--- src/hw/rtl/dios_pkg.sv ---
// dios_pkg: shared types, codes and defaults for the deadline i/o scheduler
// used by dios_cell, dios_sort_table and deadline_io_scheduler
package dios_pkg;

    localparam int MAX_REQUESTS_DEF = 64;
    localparam int MAX_BATCH_DEF    = 8;

    localparam int SECTOR_W = 16;
    localparam int ID_W     = 16;
    localparam int TIME_W   = 32;

    localparam logic [1:0] ACT_TICK  = 2'd0;
    localparam logic [1:0] ACT_READ  = 2'd1;
    localparam logic [1:0] ACT_WRITE = 2'd2;

    localparam logic [1:0] KIND_ACCEPT   = 2'd0;
    localparam logic [1:0] KIND_DROP     = 2'd1;
    localparam logic [1:0] KIND_DISPATCH = 2'd2;

    localparam logic [1:0] REG_READ_DL  = 2'd0;
    localparam logic [1:0] REG_WRITE_DL = 2'd1;
    localparam logic [1:0] REG_STARVED  = 2'd2;
    localparam logic [1:0] REG_BATCH    = 2'd3;

    localparam logic [15:0] READ_DL_RST  = 16'd500;
    localparam logic [15:0] WRITE_DL_RST = 16'd5000;
    localparam logic [7:0]  STARVED_RST  = 8'd2;
    localparam logic [3:0]  BATCH_RST    = 4'd5;

    typedef struct packed {
        logic [SECTOR_W-1:0] sector;
        logic [TIME_W-1:0]   expiry;
        logic [ID_W-1:0]     id;
        logic                is_write;
    } store_t;

    typedef struct packed {
        logic                ins;
        logic                pop;
        logic [SECTOR_W-1:0] sector;
    } tbl_ctrl_t;

endpackage

--- src/hw/rtl/dios_cell.sv ---
// dios_cell: one place of the sector ordered table
// depends on dios_pkg
module dios_cell #(
    parameter int SLOT_W = 6
) (
    input  logic                          clk,
    input  logic                          rst_n,
    input  dios_pkg::tbl_ctrl_t           ctrl,
    input  logic [SLOT_W-1:0]             new_slot,
    input  logic                          left_valid,
    input  logic                          left_gt,
    input  logic [dios_pkg::SECTOR_W-1:0] left_sector,
    input  logic [SLOT_W-1:0]             left_slot,
    input  logic                          right_valid,
    input  logic [dios_pkg::SECTOR_W-1:0] right_sector,
    input  logic [SLOT_W-1:0]             right_slot,
    output logic                          valid,
    output logic [dios_pkg::SECTOR_W-1:0] sector,
    output logic [SLOT_W-1:0]             slot,
    output logic                          gt
);
    import dios_pkg::*;

    logic                valid_reg;
    logic [SECTOR_W-1:0] sector_reg;
    logic [SLOT_W-1:0]   slot_reg;
    logic                ins_here;

    assign gt       = valid_reg && (sector_reg > ctrl.sector);
    assign ins_here = ctrl.ins && (gt || (!valid_reg && left_valid));

    always_ff @(posedge clk or negedge rst_n)
    begin
        if (!rst_n)
        begin
            valid_reg <= 1'b0;
        end
        else if (ins_here)
        begin
            valid_reg <= 1'b1;
        end
        else if (ctrl.pop)
        begin
            valid_reg <= right_valid;
        end
    end

    always_ff @(posedge clk)
    begin
        if (ins_here)
        begin
            sector_reg <= left_gt ? left_sector : ctrl.sector;
            slot_reg   <= left_gt ? left_slot : new_slot;
        end
        else if (ctrl.pop)
        begin
            sector_reg <= right_sector;
            slot_reg   <= right_slot;
        end
    end

    assign valid  = valid_reg;
    assign sector = sector_reg;
    assign slot   = slot_reg;
endmodule

--- src/hw/rtl/dios_sort_table.sv ---
// dios_sort_table: chain of dios_cell places kept in sector order
// depends on dios_pkg and dios_cell
module dios_sort_table #(
    parameter int DEPTH  = 64,
    parameter int SLOT_W = 6
) (
    input  logic                clk,
    input  logic                rst_n,
    input  dios_pkg::tbl_ctrl_t ctrl,
    input  logic [SLOT_W-1:0]   new_slot,
    output logic                head_valid,
    output logic [SLOT_W-1:0]   head_slot
);
    import dios_pkg::*;

    logic                v   [DEPTH];
    logic                g   [DEPTH];
    logic [SECTOR_W-1:0] sec [DEPTH];
    logic [SLOT_W-1:0]   sl  [DEPTH];

    for (genvar i = 0; i < DEPTH; i++)
    begin : g_cell
        logic                lv, lg, rv;
        logic [SECTOR_W-1:0] ls, rs;
        logic [SLOT_W-1:0]   lsl, rsl;

        if (i == 0)
        begin : g_first
            assign lv  = 1'b1;
            assign lg  = 1'b0;
            assign ls  = '0;
            assign lsl = '0;
        end
        else
        begin : g_mid
            assign lv  = v[i-1];
            assign lg  = g[i-1];
            assign ls  = sec[i-1];
            assign lsl = sl[i-1];
        end

        if (i == DEPTH - 1)
        begin : g_last
            assign rv  = 1'b0;
            assign rs  = '0;
            assign rsl = '0;
        end
        else
        begin : g_inner
            assign rv  = v[i+1];
            assign rs  = sec[i+1];
            assign rsl = sl[i+1];
        end

        dios_cell #(.SLOT_W(SLOT_W)) u_cell (
            .clk          (clk),
            .rst_n        (rst_n),
            .ctrl         (ctrl),
            .new_slot     (new_slot),
            .left_valid   (lv),
            .left_gt      (lg),
            .left_sector  (ls),
            .left_slot    (lsl),
            .right_valid  (rv),
            .right_sector (rs),
            .right_slot   (rsl),
            .valid        (v[i]),
            .sector       (sec[i]),
            .slot         (sl[i]),
            .gt           (g[i])
        );
    end

    assign head_valid = v[0];
    assign head_slot  = sl[0];
endmodule

--- config.mk ---
export PLATFORM = sky130hd
export DESIGN_NAME = dios_sort_table
export DESIGN_NICKNAME = d
export VERILOG_FILES = /design/src/hw/rtl/dios_pkg.sv /design/src/hw/rtl/dios_cell.sv /design/src/hw/rtl/dios_sort_table.sv
export SDC_FILE = /design/constraint.sdc
export NUM_CORES = 2
export LEC_CHECK = 0
export ABC_AREA = 0
export BUFFER_PORTS_ARGS = -buffer_cell sky130_fd_sc_hd__buf_2
export CAP_MARGIN = 20
export CELL_PAD_IN_SITES_DETAIL_PLACEMENT = 2
export CELL_PAD_IN_SITES_GLOBAL_PLACEMENT = 2
export CORE_UTILIZATION = 50
export CTS_CLUSTER_SIZE = 16
export DETAILED_ROUTE_END_ITERATION = 8
export HOLD_SLACK_MARGIN = 0.12
export PLACE_DENSITY_LB_ADDON = 0.12
export SYNTH_ARGS = -nofsm -noshare
export SYNTH_HDL_FRONTEND = slang
export SYNTH_SLANG_ARGS = --single-unit
--- constraint.sdc ---
create_clock -name clk -period 5.8 [get_ports clk]
set_clock_uncertainty 0.1 [all_clocks]
set_input_delay 1.74 -clock clk [delete_from_list [all_inputs] [get_ports clk]]
set_output_delay 1.74 -clock clk [all_outputs]
set_load 0.03 [all_outputs]
==> results.py <==
metrics = {
    "pwr": {
        "power_frac_comb_pct": 47.8,
        "power.leakage_uw": 0.0440,
        "clockPowerShare_pct": 15.7,
        "peakVddDrop_uv": 363,
        "powerDensity_mw_per_mm2": 668,
        "p_int_uw": 42900,
        "sequentialPowerShare_pct": 36.5,
        "swShare_pct": 42.7,
        "p_sw_uw": 32000,
    },
    "logic_synthesis": {
        "synth_cell_type_count": 68,
        "async_reset_ff_share_pct": 4.35,
        "ys_seq_area_share_pct": 43.4,
        "syn-num-nets": 9321,
        "syn_inst": 8271,
        "syn_area_mm2": 0.101,
        "synth-edff-count": 1408,
        "ys_ff_latch": 1472,
        "synth_area_per_cell_um2": 12.2,
        "ys.flop_type": "edfxtp_1",
        "yosysWarnings": 0,
    },
    "route": {
        "dr.max_layer_used": "met5",
        "drt-met1-wl_um": 164000,
        "routed_wirelength_um": 420000,
        "route.detailed.drc": 0,
        "vias": 78000,
        "viasPerCell": 6.97,
        "drtPass1Iterations": 5,
        "wl_per_cell_um": 37.5,
        "ant_nets": 0,
        "dr_wl_met2_um": 201000,
        "met3_length_um": 30200,
        "drtIter0Drc": 7575,
    },
    "cts": {
        "cts.clk_slew.worst_paths_ns": 0.07,
        "clk_latency_ns": 0.88,
        "cts_root_buf": "clkbuf_16",
        "clk_path_buf_depth": 3,
        "postCtsHoldBufs": 0,
        "cts.sinks": 1472,
        "cts_tree": "yes",
        "htree_levels": 4,
        "post_cts_resized": 0,
        "numCtsBuffers": 174,
        "post_cts_buffers": 0,
    },
    "finish": {
        "largest_reg_flops": 1024,
        "final_cell_mix": "mux2_2 (1,702), edfxtp_1 (1,408), ha_1 (1,024), nand2_1 (561), o21ai_0 (527)",
        "areaGrowthSynthToFinish_pct": 10.7,
        "layout_commonest_cell": "mux2_2",
        "nNetsFinal": 9428,
        "drive_gt1_share_pct": 30.9,
    },
    "timing": {
        "setup_tns_ns": 0,
        "fmax_ghz": 0.195,
        "hold_viol": 0,
        "worst_slew_pin_slew_ns": 1.32,
        "setup_ws_ns": 0.684,
        "slew_headroom_pct": 11.8,
        "rsz0062_at_grt": "no",
        "finalCriticalPeriod_ns": 5.12,
        "fin_crit_sh_pct": 88.2,
        "maxSlewViolCount": 0,
        "setup_viol": 0,
    },
    "floorplan": {
        "die_h_um": 452,
        "die_area_mm2": 0.204,
        "rows": 164,
        "io_pins": 33,
        "core_area_mm2": 0.200,
        "initial_core_util_pct": 50.5,
        "die_w_um": 452,
    },
    "worst_hold_path": {
        "hold_path.class": "flop to flop",
    },
    "worst_setup_path": {
        "cp-end-kind": "flop",
        "critPathLaunchType": "primary input",
        "arrival_ns": 5.53,
        "critical_path_class": "primary input to flop",
        "crit_fanout": 24,
        "required_ns": 6.22,
    },
    "run": {
        "max_cap_violations": 0,
    },
    "placed_design": {
        "dpl.hpwl_um": 276000,
        "gp_congestion": 0.877,
        "portBuffers": 32,
        "pre_cts_ws_ns": -0.0428,
    },
    "global_route": {
        "grt_use_total_pct": 40.4,
        "grt_pass1_vias": 86200,
        "grt_pass1_wl_um": 613000,
        "grt_overflow": 0,
        "grt_start_max_net_pins": 74,
        "antenna_found_initial": 12,
    },
    "status": {
        "outcome": "complete, no violations",
    },
}
-- stage by stage --
| step | std cells | total power [uW] | instance area [um2] | utilization, % | hold WS [ns] |
|---|---|---|---|---|---|
| 2_1_floorplan | 8271 | 47100 | 101000 | - | 0.389 |
| 3_3_place_gp | 10900 | 56000 | 106000 | 53.0 | 0.410 |
| 3_5_place_dp | 10900 | 60100 | 106000 | 53.0 | 0.433 |
| 4_1_cts | 11200 | 74000 | 112000 | 55.9 | 0.432 |
| 5_1_grt | 11200 | 77300 | 112000 | 55.9 | 0.463 |
| 6_report | 11200 | 74800 | 112000 | 55.9 | 0.431 |
-- area by class of cell --
cell class	count	area, um2
clock inverters	71	678
repair buffers	408	3770
well taps	2656	3320
inverters	232	940
multi-input cells	6090	54300
diodes	3	7.51
flip-flops and latches	1472	43900
fillers	18500	88300
clock buffers	255	5100
-- worst max-delay path: stages --
cell and delay, ns:
buf_4 0.14, clkinvlp_4 0.50, ha_1 0.56, nand4_1 0.16
nor3_2 0.30, a2111oi_2 0.14, a221oi_4 1.05, o21ai_2 0.15
buf_4 0.30, nand2b_1 0.14, buf_4 0.32
-- path summary, 6_finish.rpt --
path	start	slack [ns]	depth (start not counted)	end
max	ctrl[9]	0.68	11	g_cell[39].u_cell.sector[15]$_DFFE_PP_
min	g_cell[47].u_cell.valid$_DFFE_PN0P_	0.43	2	g_cell[46].u_cell.valid$_DFFE_PN0P_
max reg2reg	g_cell[39].u_cell.sector[11]$_DFFE_PP_	1.87	9	g_cell[39].u_cell.sector[15]$_DFFE_PP_
min reg2reg	g_cell[47].u_cell.valid$_DFFE_PN0P_	0.43	2	g_cell[46].u_cell.valid$_DFFE_PN0P_
max in group asynchronous	rst_n	3.86	2	g_cell[13].u_cell.valid$_DFFE_PN0P_
min in group asynchronous	rst_n	0.69	1	g_cell[46].u_cell.valid$_DFFE_PN0P_
-- cell usage after synthesis, drive strengths merged (115+ instances only) --
cell type	n	area, um2
mux2	1878	21300
edfxtp	1408	42300
a21oi	440	2210
mux2i	475	4750
nand2	561	2110
clkbuf	203	767
nand3	115	586
buf	274	1500
inv	232	871
ha	1024	12800
o21ai	585	3140
nand4	241	1510
nor2	221	830
-- kinds of logic after synthesis --
family,count (synthesis),synth area share (%)
muxes,2353,25.8
DFF,1472,43.4
AOI/OAI and AO/OA,1386,8.71
and+or+nand+nor,1327,6.34
adders and majority gates,1024,12.7
buffers and inverters,709,3.11
-- layer usage --
layer  vias up  global-route usage, %
li1      32000                      -
met1     40600                   50.5
met2      3970                   66.8
met3      1356                   6.63
met4         8                   21.9
met5         -                      0
-- power groups by stage --
stage / registers (uW) / clock network [uW] / logic, uW
6_report: 27300 / 11700 / 35800
5_1_grt: 27500 / 12000 / 37700
4_1_cts: 26900 / 11700 / 35300
3_5_place_dp: 26800 / 0 / 33300
3_3_place_gp: 26300 / 0 / 29700
2_1_floorplan: 22800 / 0 / 24300
Note: power is estimated with default switching activity, not from simulation.
