$ cat src/hw/rtl/dios_fifo.sv
// dios_fifo: slot index queue held in a memory, registered head read
// depends on nothing
module dios_fifo #(
    parameter int DEPTH = 64,
    parameter int WIDTH = 6
) (
    input  logic             clk,
    input  logic             rst_n,
    input  logic             push,
    input  logic [WIDTH-1:0] push_data,
    input  logic             pop,
    output logic [WIDTH-1:0] head_data,
    output logic             empty
);
    localparam int AW = $clog2(DEPTH);
    localparam int CW = $clog2(DEPTH + 1);

    logic [WIDTH-1:0] mem [DEPTH];
    logic [AW-1:0]    head_reg, tail_reg;
    logic [CW-1:0]    count_reg;
    logic [WIDTH-1:0] rd_reg;

    function automatic logic [AW-1:0] wrap_inc(input logic [AW-1:0] idx);
        if (idx == AW'(DEPTH - 1))
            return '0;
        else
            return idx + AW'(1);
    endfunction

    always_ff @(posedge clk)
    begin
        if (push)
        begin
            mem[tail_reg] <= push_data;
        end
        rd_reg <= mem[head_reg];
    end

    always_ff @(posedge clk or negedge rst_n)
    begin
        if (!rst_n)
        begin
            head_reg  <= '0;
            tail_reg  <= '0;
            count_reg <= '0;
        end
        else
        begin
            if (push)
            begin
                tail_reg <= wrap_inc(tail_reg);
            end
            if (pop)
            begin
                head_reg <= wrap_inc(head_reg);
            end
            if (push && !pop)
            begin
                count_reg <= count_reg + CW'(1);
            end
            else if (pop && !push)
            begin
                count_reg <= count_reg - CW'(1);
            end
        end
    end

    assign head_data = rd_reg;
    assign empty     = (count_reg == '0);
endmodule

$ cat config.mk
export PLATFORM = sky130hd
export DESIGN_NAME = dios_fifo
export DESIGN_NICKNAME = d
export VERILOG_FILES = /design/src/hw/rtl/dios_fifo.sv
export SDC_FILE = /design/constraint.sdc
export NUM_CORES = 1
export LEC_CHECK = 0
export BUFFER_PORTS_ARGS = -buffer_cell sky130_fd_sc_hd__buf_4
export CAP_MARGIN = 20
export CORE_ASPECT_RATIO = 1.5
export CORE_MARGIN = 2
export CORE_UTILIZATION = 55
export DETAILED_ROUTE_END_ITERATION = 12
export GPL_TIMING_DRIVEN = 0
export PLACE_DENSITY_LB_ADDON = 0.15
export SYNTH_ARGS = -nofsm -noshare
export SYNTH_HDL_FRONTEND = slang
export SYNTH_SLANG_ARGS = --single-unit
export TNS_END_PERCENT = 5
$ cat constraint.sdc
create_clock -name clk -period 6 [get_ports clk]
set_input_delay 1.2 -clock clk [delete_from_list [all_inputs] [get_ports clk]]
set_output_delay 1.2 -clock clk [all_outputs]
set_load 0.005 [all_outputs]
==> results by group, run 1 <==
Outcome
  • Status: complete, no violations

Setup path
  • Crit-path max FO: 10
  • CP delay by family, top: buffers and inverters
  • Worst R2R Path Depth: 7
  • Critical path arrival: roughly 3.5 ns
  • Startpoint types: flip-flop
  • Worst r2r dst: head_data[2]
  • Crit path required time: ~6.4 ns
  • Cell Chain, Critical Path: buf_2, buf_4, clkbuf_1, mux4_2, a22oi_1, nand3_1, and4_1
  • Critical Path Sink: head_data[2]
  • Slowest-stage cell, CP: clkbuf_1
  • CP Depth: 7
  • CP peak stage delay: between 0.8 and 0.9 ns
  • Reg2Reg Setup Slack: about 2.9 ns
  • Worst path bufs/invs: 3
  • CP Class: reg -> reg
  • Worst Setup End Kind: flip-flop
  • Crit path from: head_reg[1]
  • Reg-to-Reg Start: head_reg[1]

Power and ir drop
  • Cell Pwr Density: about 430 mW/mm2
  • Leak: a little under 6 nW
  • Max IR drop VDD: about 0.25 mV
  • Overall power: between 7 and 8 mW

Clock tree
  • Post-CTS Setup Inserts: 0
  • Inserted Clock Buffers: 39
  • Post-CTS sizing: 0
  • Worst-Skew Late Latency: roughly 0.54 ns
  • CTS tree: done
  • Root Buffer: clkbuf_16
  • Clock-pin transition on the worst setup and hold timing paths: 0.06 ns
  • CTS Hold Buffers Added: 0
  • CTS HTree Levels: 2
  • Clock Tree Buf Depth: 3
  • Clock sinks: approximately 410

Final layout
  • Total inserted antenna cells: 0
  • Fraction of layout cells with a size suffix above 1: roughly a fifth
  • Post-Layout Cell Count: roughly 1300
  • Max reg flops: 384
  • Util after Layout: 62.1%
  • # fillers: 2087
  • Final Instance Area: 0.0183 mm2
  • Layout Nets: approximately 910
  • Area growth syn-to-layout: 11.7%

Global routing
  • Grt ovf: 0
  • Initial antenna violation count: 0
  • Largest net degree at the start of global routing: 65
  • First-pass GRT wire length: 56200 um
  • Vias in the first global route: around 8500
  • Global Route Usage Sum: approximately 26%

Timing
  • RSZ-0062 raised after global routing: no
  • Final period utilization: between 50% and 60%
  • Skew final: 0.0175 ns
  • Min Tclk post-route: about 3.1 ns
  • Slew HR: 22.1%
  • Setup-failing EPs final: 0
  • Max Freq: between 300 and 400 MHz
  • Worst Tran Pin Value: about 1.2 ns
  • Final Hold Violating Endpoints: 0
  • Final Worst Setup Slack: a little under 3 ns
  • Final Max Slew Viols: 0
  • WHS: 0.492 ns
  • TNS Setup: 0 ns

Detailed routing
  • ANT nets after route: 0
  • Drt initial violations: 924
  • DRT Wirelength: 38400 um
  • DRT Pass-1 Iters: 6
  • DR vias/cell: between 6 and 7
  • Vias: between 8000 and 9000
  • Wire per inst: 29.3 um
  • DRC viols: 0

Synthesis
  • Count leader, synth: edfxtp_1
  • EDFF count, synth: 384
  • Area share of the largest cell type after synthesis: 70.6%
  • Post-synth net total: approximately 850
  • Top_reg_cell synth: edfxtp_1
  • Avg Cell Area, Syn: between 15 and 20 um2
  • Sequential area share after synthesis: about three quarters
  • Asr flop ratio synth: between 4 and 5%
  • Syn. warnings: 0
  • Post-Syn Instances: ~830
  • Yosys reg bits: 409
  • Commonest cells in the netlist: edfxtp_1 (384), mux4_2 (72), nor2_1 (70), a22oi_1 (35), nand2_1 (29)
  • Top cell type by total area after synthesis: edfxtp_1
  • Synthesized cell area: 0.0163 mm2
  • Synth top area cells: edfxtp_1 (71%), mux4_2 (9.9%), mux4_1 (4.0%)
  • Unique masters post-synth: 51

Min path
  • Hold path startpoint: count_reg[6]
  • Hold Crit Class: reg -> reg
  • Hold Path Depth: 1

Floorplanning
  • Die Span X: approximately 140 um
  • Chip height: around 220 um
  • Initial Utilization: ~56%
  • Row cnt: 77
  • # IOs: 17
  • CORE AREA: about 0.029 mm2
  • Die area: around 0.031 mm2

Placement
  • Placed cell areas: approximately 0.017 mm2
  • Placed Cells: between 1000 and 1500
  • Pre-CTS WS: roughly 2.4 ns
  • # port buffers: 15
  • Post-DP HPWL: approximately 25000 um
  • RePlAce Congestion: just over 0.9

Flow run
  • Max-cap viol count: 0
==> metal layers <==
metal / up-vias / GRT usage [%] / share of wire [%]
li1: 3538 / - / -
met1: 4326 / 31.7 / 37
met2: 342 / 44.9 / 54
met3: 87 / 3.90 / 5.8
met4: 0 / 9.94 / 3.8
met5: - / 0 / 0
==> worst min-delay path by stage <==
stage	endpoint	slack, ns
finish	count_reg[6]	0.49
global route	count_reg[6]	0.52
CTS	count_reg[6]	0.50
detailed placement	count_reg[6]	0.49
global placement	count_reg[6]	0.49
floorplan	count_reg[6]	0.44
==> placed cells by master (no fill, tap or decap), drive strengths merged, types with 5 or more instances in the layout <==
| master | synthesis | routed |
|---|---|---|
| a21o | 7 | 7 |
| a21oi | 6 | 6 |
| a22oi | 35 | 35 |
| buf | 29 | 45 |
| bufinv | 0 | 5 |
| clkbuf | 19 | 63 |
| clkinv | 0 | 15 |
| dfrtp | 19 | 19 |
| dfxtp | 6 | 6 |
| edfxtp | 384 | 384 |
| ha | 8 | 8 |
| inv | 6 | 7 |
| mux4 | 97 | 97 |
| nand2 | 29 | 29 |
| nand2b | 8 | 8 |
| nand3 | 16 | 16 |
| nand4 | 9 | 9 |
| nor2 | 70 | 70 |
| nor2b | 13 | 13 |
| nor3 | 5 | 5 |
| o21ai | 12 | 12 |
| xnor2 | 8 | 8 |
==> layout make-up <==
type	instances	area, um2	area share (%)
tap	395	494	2.71
sequential	409	12100	66.4
buffer	48	302	1.65
clock buffer	44	1040	5.68
multi-input combinational	369	3890	21.3
clock inverter	24	258	1.41
inverter	6	22.5	0.123
timing repair buffer	16	120	0.658
==> logic make-up after synthesis <==
logic type      synth area share [%]
flops                           74.2
simple gates                    4.81
mux                             14.1
compound gates                  3.59
buf+inv                         1.98
xor+xnor                       0.536
fa+ha+maj                      0.735
==> report_power, final <==
part           switching [mW]  internal, mW  total [mW]
Clock                    1.04          1.46        2.50
Sequential             0.0780          3.29        3.36
Combinational            1.23         0.746        1.98
Total                    2.35          5.49        7.84
Note: power is estimated with default switching activity, not from simulation.
==> run 2: changes to the inputs <==
- clock period: 6 -> 3.1 ns (I/O delays scaled with it)
==> run 2 against run 1 <==
Effect of this change:
- cell count stayed put
- critical path type unchanged
- sequential share of layout area about the same
- flip-flop and latch count unchanged
- worst hold slack got worse by 0.020 ns
- combinational power increased by 92%
- highest routed layer unchanged
- utilization about the same
- total power is 93% higher
- clock power is 94% higher
- wire length decreased by 0.35%
- die area unchanged
- via count fell by 0.31%
==> results by group, run 2 (synthesized netlist as in run 1, its figures left out) <==
Timing
  • Max Freq: between 300 and 400 MHz
  • Final Worst Setup Slack: between 0.2 and 0.25 ns
  • Min Tclk post-route: between 2 and 3 ns
  • Final Max Slew Viols: 0
  • Worst Tran Pin Value: ~1.1 ns
  • Setup-failing EPs final: 0
  • Skew final: between 0.015 and 0.02 ns
  • Final period utilization: 92.1%
  • Slew HR: between 20% and 30%
  • RSZ-0062 raised after global routing: no
  • TNS Setup: 0 ns
  • Final Hold Violating Endpoints: 0

Power and ir drop
  • Max IR drop VDD: about 0.48 mV
  • Cell Pwr Density: around 830 mW/mm2
  • Leak: about 5.9 nW
  • Overall power: around 15 mW

Global routing
  • GR met2 Demand/Resource: 45.0%
  • GR met1 Demand/Resource: between 30% and 40%
  • Grt ovf: 0
  • Largest net degree at the start of global routing: between 60 and 70
  • Global Route Usage Sum: roughly a quarter
  • Initial antenna violation count: 0
  • First-pass GRT wire length: around 56000 um
  • GRT met3 Usage: slightly below 4%
  • GR peak layer: met2
  • Vias in the first global route: around 8500

Placement
  • # port buffers: 15
  • Post-DP HPWL: 25000 um
  • RePlAce Congestion: roughly 0.92
  • Placed cell areas: between 0.015 and 0.02 mm2
  • Pre-CTS WS: around 0.06 ns

Setup path
  • Startpoint types: flip-flop
  • Crit path required time: roughly 3.5 ns
  • Crit-path max FO: 10
  • CP Class: reg -> reg
  • Critical path arrival: between 3 and 4 ns
  • Worst Setup End Kind: flip-flop

Final layout
  • Layout Nets: 908
  • Area growth syn-to-layout: 11.7%
  • Final Instance Area: 0.0183 mm2
  • Most frequent cells in the layout: edfxtp_1 (384), mux4_2 (72), nor2_1 (70), clkbuf_16 (41), a22oi_1 (35)
  • Fraction of layout cells with a size suffix above 1: 19.3%
  • Max reg flops: around 380
  • Total inserted antenna cells: 0
  • Most common cell after layout, fill and taps aside: edfxtp_1

Clock tree
  • Worst-Skew Late Latency: ~0.54 ns
  • Clock sinks: between 400 and 500
  • Post-CTS sizing: 0
  • CTS HTree Levels: 2
  • Clock-pin transition on the worst setup and hold timing paths: 0.07 ns
  • Clock Tree Buf Depth: 3
  • Inserted Clock Buffers: 39
  • Root Buffer: clkbuf_16
  • CTS tree: done

Detailed routing
  • DRC viols: 0
  • DR vias/cell: 6.31
  • Wire per inst: about 29 um
  • Drt initial violations: a little under 900
  • DRT Pass-1 Iters: 5
  • DRT Wirelength: ~38000 um
  • ANT nets after route: 0
  • Vias: between 8000 and 9000

Floorplanning
  • Die area: 0.0311 mm2
  • Chip height: 215 um
  • Initial Utilization: 55.6%
  • Die Span X: ~140 um
  • Row cnt: 77
  • CORE AREA: around 0.03 mm2
  • # IOs: 17

Min path
  • Hold Crit Class: in -> reg

Flow run
  • Max-cap viol count: 0

Outcome
  • Status: complete, no violations
-- run 2: changes by cell type in the layout (fill, tap and decap cells not counted) --
cell and change:
dlygate4sd3_1 +1, clkbuf_1 -1
-- run 2: repair_timing --
action,4_1_cts,5_1_grt
setup endpoints to repair,0,1
hold buffers,1,0
buffers inserted,0,0
endpoints found under the hold margin,19,0
-- run 2: cell type report --
| class | instances | area (um2) |
|---|---|---|
| Clock buffer | 44 | 1040 |
| Buffer | 47 | 298 |
| Multi-Input combinational cell | 369 | 3890 |
| Fill cell | 2086 | 11100 |
| Clock inverter | 24 | 258 |
| Tap cell | 395 | 494 |
| Timing Repair Buffer | 17 | 130 |
| Inverter | 6 | 22.5 |
| Sequential cell | 409 | 12100 |
-- run 2: layer usage --
layer / part of all wire (%) / up-vias
met5: 0 / -
met4: 3.6 / 0
met3: 5.3 / 83
met2: 54 / 317
met1: 37 / 4326
li1: - / 3541
-- run 2: final timing paths --
check | start | to | slack (ns) | cells after the start
setup / recovery | head_reg[1] | head_data[4] | 0.24 | 8
setup reg to reg | head_reg[1] | head_data[4] | 0.24 | 8
min in group asynchronous | rst_n | count_reg[6] | 0.53 | 2
hold reg to reg | count_reg[6] | count_reg[6] | 0.49 | 1
max in group asynchronous | rst_n | tail_reg[2] | 2.33 | 2
hold / removal | pop | head_reg[2] | 0.47 | 3
-- run 2: critical path, cell delays in order (launching register included) --
cell,delay (ns)
dfrtp_1,0.35
buf_2,0.29
buf_2,0.33
buf_2,0.40
mux4_1,0.48
a22oi_1,0.20
nand3_1,0.09
a21boi_0,0.37
a311oi_1,0.14
-- run 2: where the power goes --
group / leakage [nW] / switching [mW] / internal (mW)
clock: 0.627 / 2.01 / 2.83
combinational: 1.51 / 2.36 / 1.44
sequential: 3.73 / 0.151 / 6.36
total: 5.87 / 4.52 / 10.6
-- run 2: metrics by stage --
stage | hold WS (ns) | instances | utilization (%)
detailed placement | 0.492 | 1243 | 57.7
CTS | 0.446 | 1312 | 62.2
floorplan | 0.324 | 832 | -
finish | 0.472 | 1311 | 62.1
global placement | 0.486 | 1242 | 57.7
global route | 0.520 | 1311 | 62.1
==> run 3: changes to the inputs <==
- CORE_UTILIZATION: 55 -> 40
==> run 3 against run 2 <==
Effect of this change:
- non-clock buffer count increased by 2
- critical path type unchanged
- sequential share of layout area decreased by 0.67 points
- total power increased by 1.6%
- critical path depth unchanged
- clock skew increased by 0.0040 ns
- register-to-register slack got worse by 0.13 ns
- first-iteration DRC count decreased by 17%
- via count decreased by 0.82%
- combinational power increased by 3%
- critical endpoint is now head_data[1]
- die area increased by 37%
- clock power increased by 3%
==> results by group, run 3 (synthesized netlist as in run 1, its figures left out) <==
Power and ir drop
  • Overall power: 15.4 mW
  • Pint: about 11 mW
  • Leak: slightly below 6 nW
  • Max IR drop VDD: roughly 0.6 mV
  • Part of the power in registers: a little over two fifths
  • Net Switching: 4.66 mW
  • Cell Pwr Density: ~830 mW/mm2
  • Sw Share: 30.2%
  • Clk pwr share: between 30% and 40%
  • Comb power frac: 25.3%

Setup path
  • Cell Chain, Critical Path: buf_2, buf_4, buf_2, mux4_2, a22oi_1, nand2_1, a22oi_1, o21ai_1
  • Critical path arrival: around 3.4 ns
  • CP peak stage delay: between 0.4 and 0.5 ns
  • Worst Setup End Kind: flip-flop
  • CP Class: reg -> reg
  • Crit-path max FO: 19
  • Startpoint types: flip-flop
  • Crit path required time: around 3.5 ns
  • Reg2Reg Setup Slack: about 0.11 ns
  • Slowest-stage cell, CP: buf_4

Placement
  • Pre-CTS WS: roughly 0.0099 ns
  • Placed Cells: between 1000 and 1500
  • Placed cell areas: 0.0171 mm2
  • Post-DP HPWL: ~27000 um
  • # port buffers: 15
  • RePlAce Congestion: 0.877

Timing
  • Worst Tran Pin Value: about 1 ns
  • WHS: about 0.50 ns
  • Final Hold Violating Endpoints: 0
  • Min Tclk post-route: approximately 3 ns
  • Slew HR: 32.8%
  • Setup-failing EPs final: 0
  • Final Worst Setup Slack: around 0.11 ns
  • Final Max Slew Viols: 0
  • Final period utilization: between 90% and 100%
  • Skew final: roughly 0.021 ns
  • RSZ-0062 raised after global routing: no
  • Max Freq: roughly 330 MHz
  • TNS Setup: 0 ns

Detailed routing
  • Drt initial violations: between 700 and 800
  • DR vias/cell: about 5.7
  • DRT Pass-1 Iters: 5
  • Vias: ~8200
  • DRC viols: 0
  • Wire per inst: ~28 um
  • DRT Wirelength: approximately 40000 um
  • ANT nets after route: 0

Floorplanning
  • Initial Utilization: about two fifths
  • # IOs: 17
  • CORE AREA: between 0.04 and 0.05 mm2
  • Die Span X: around 170 um
  • Die area: 0.0425 mm2
  • Chip height: between 200 and 300 um
  • Row cnt: 90

Clock tree
  • Worst-Skew Late Latency: 0.55 ns
  • Clock-pin transition on the worst setup and hold timing paths: around 0.070 ns
  • Root Buffer: clkbuf_16
  • Clock sinks: 409
  • CTS HTree Levels: 2
  • Post-CTS Setup Inserts: 0
  • Clock Tree Buf Depth: 3
  • CTS tree: done
  • Inserted Clock Buffers: roughly 40

Final layout
  • Most frequent cells in the layout: edfxtp_1 (384), mux4_2 (72), nor2_1 (70), clkbuf_16 (43), a22oi_1 (35)
  • Final Instance Area: between 0.015 and 0.02 mm2
  • Most common cell after layout, fill and taps aside: edfxtp_1
  • Max reg flops: ~380
  • Fraction of layout cells with a size suffix above 1: 19.3%
  • Layout Nets: 912
  • Total inserted antenna cells: 0
  • Util after Layout: a little under half
  • Post-Layout Cell Count: roughly 1400
  • Area growth syn-to-layout: 12.9%

Global routing
  • First-pass GRT wire length: approximately 60000 um
  • Grt ovf: 0
  • Global Route Usage Sum: slightly below 20%
  • Initial antenna violation count: 0
  • Largest net degree at the start of global routing: 65
  • Vias in the first global route: 8544

Outcome
  • Status: complete, no violations

Min path
  • Hold Crit Class: in -> async

Flow run
  • Max-cap viol count: 0
[run 3: cell types whose count changed in the layout (fill, tap and decap cells not counted), sizes merged]
cell,before,now
clkinvlp,3,1
clkbuf,62,69
buf,45,46
[run 3: power by group through the flow]
stage / clock network (mW) / logic [mW] / registers (mW)
after floorplan: 0 / 2.41 / 6.57
after global placement: 0 / 3.92 / 6.61
after detailed placement: 0 / 3.95 / 6.62
after CTS: 5.09 / 3.93 / 6.50
after global routing: 5.26 / 4.14 / 6.53
final: 4.99 / 3.90 / 6.50
[run 3: worst max-delay path: cells and delay by family, from the launching register on]
kind,cells,cell delay [ns]
AND/OR/NAND/NOR,1,0.16
flip-flops,1,0.34
AO/OA/AOI/OAI,3,0.79
buffers and inverters,3,1.10
multiplexers,1,0.40
[run 3: path summary, 6_finish.rpt]
kind	start	to	cells after the start
worst max-delay path	head_reg[1]	head_data[1]	8
worst min-delay path	rst_n	count_reg[2]	2
worst max register to register	head_reg[1]	head_data[1]	8
worst min register to register	count_reg[6]	count_reg[6]	1
max in group asynchronous	rst_n	head_reg[2]	2
min in group clk	pop	head_reg[0]	2
[run 3: layer usage]
metal  vias up  wire length (um)  global-route usage [%]
met4         0              1660                    8.25
met2       221             21500                    34.9
met5         -                 0                       0
li1       3539                 -                       -
met3        81              1740                    3.07
met1      4358             15600                    23.0
[run 3: what timing repair did]
| item | 4_1_cts | 5_1_grt |
|---|---|---|
| hold endpoints to repair | 19 | 0 |
| hold buffers | 1 | 0 |
| gates resized for setup | 0 | 0 |
| setup endpoints to repair | 2 | 0 |
[run 3: cell type report]
cell class / count / area (um2)
Clock inverter: 22 / 230
Sequential cell: 409 / 12100
Timing Repair Buffer: 19 / 140
Clock buffer: 50 / 1100
Buffer: 47 / 298
Tap cell: 506 / 633
Multi-Input combinational cell: 369 / 3890
Inverter: 6 / 22.5
Fill cell: 3430 / 21900
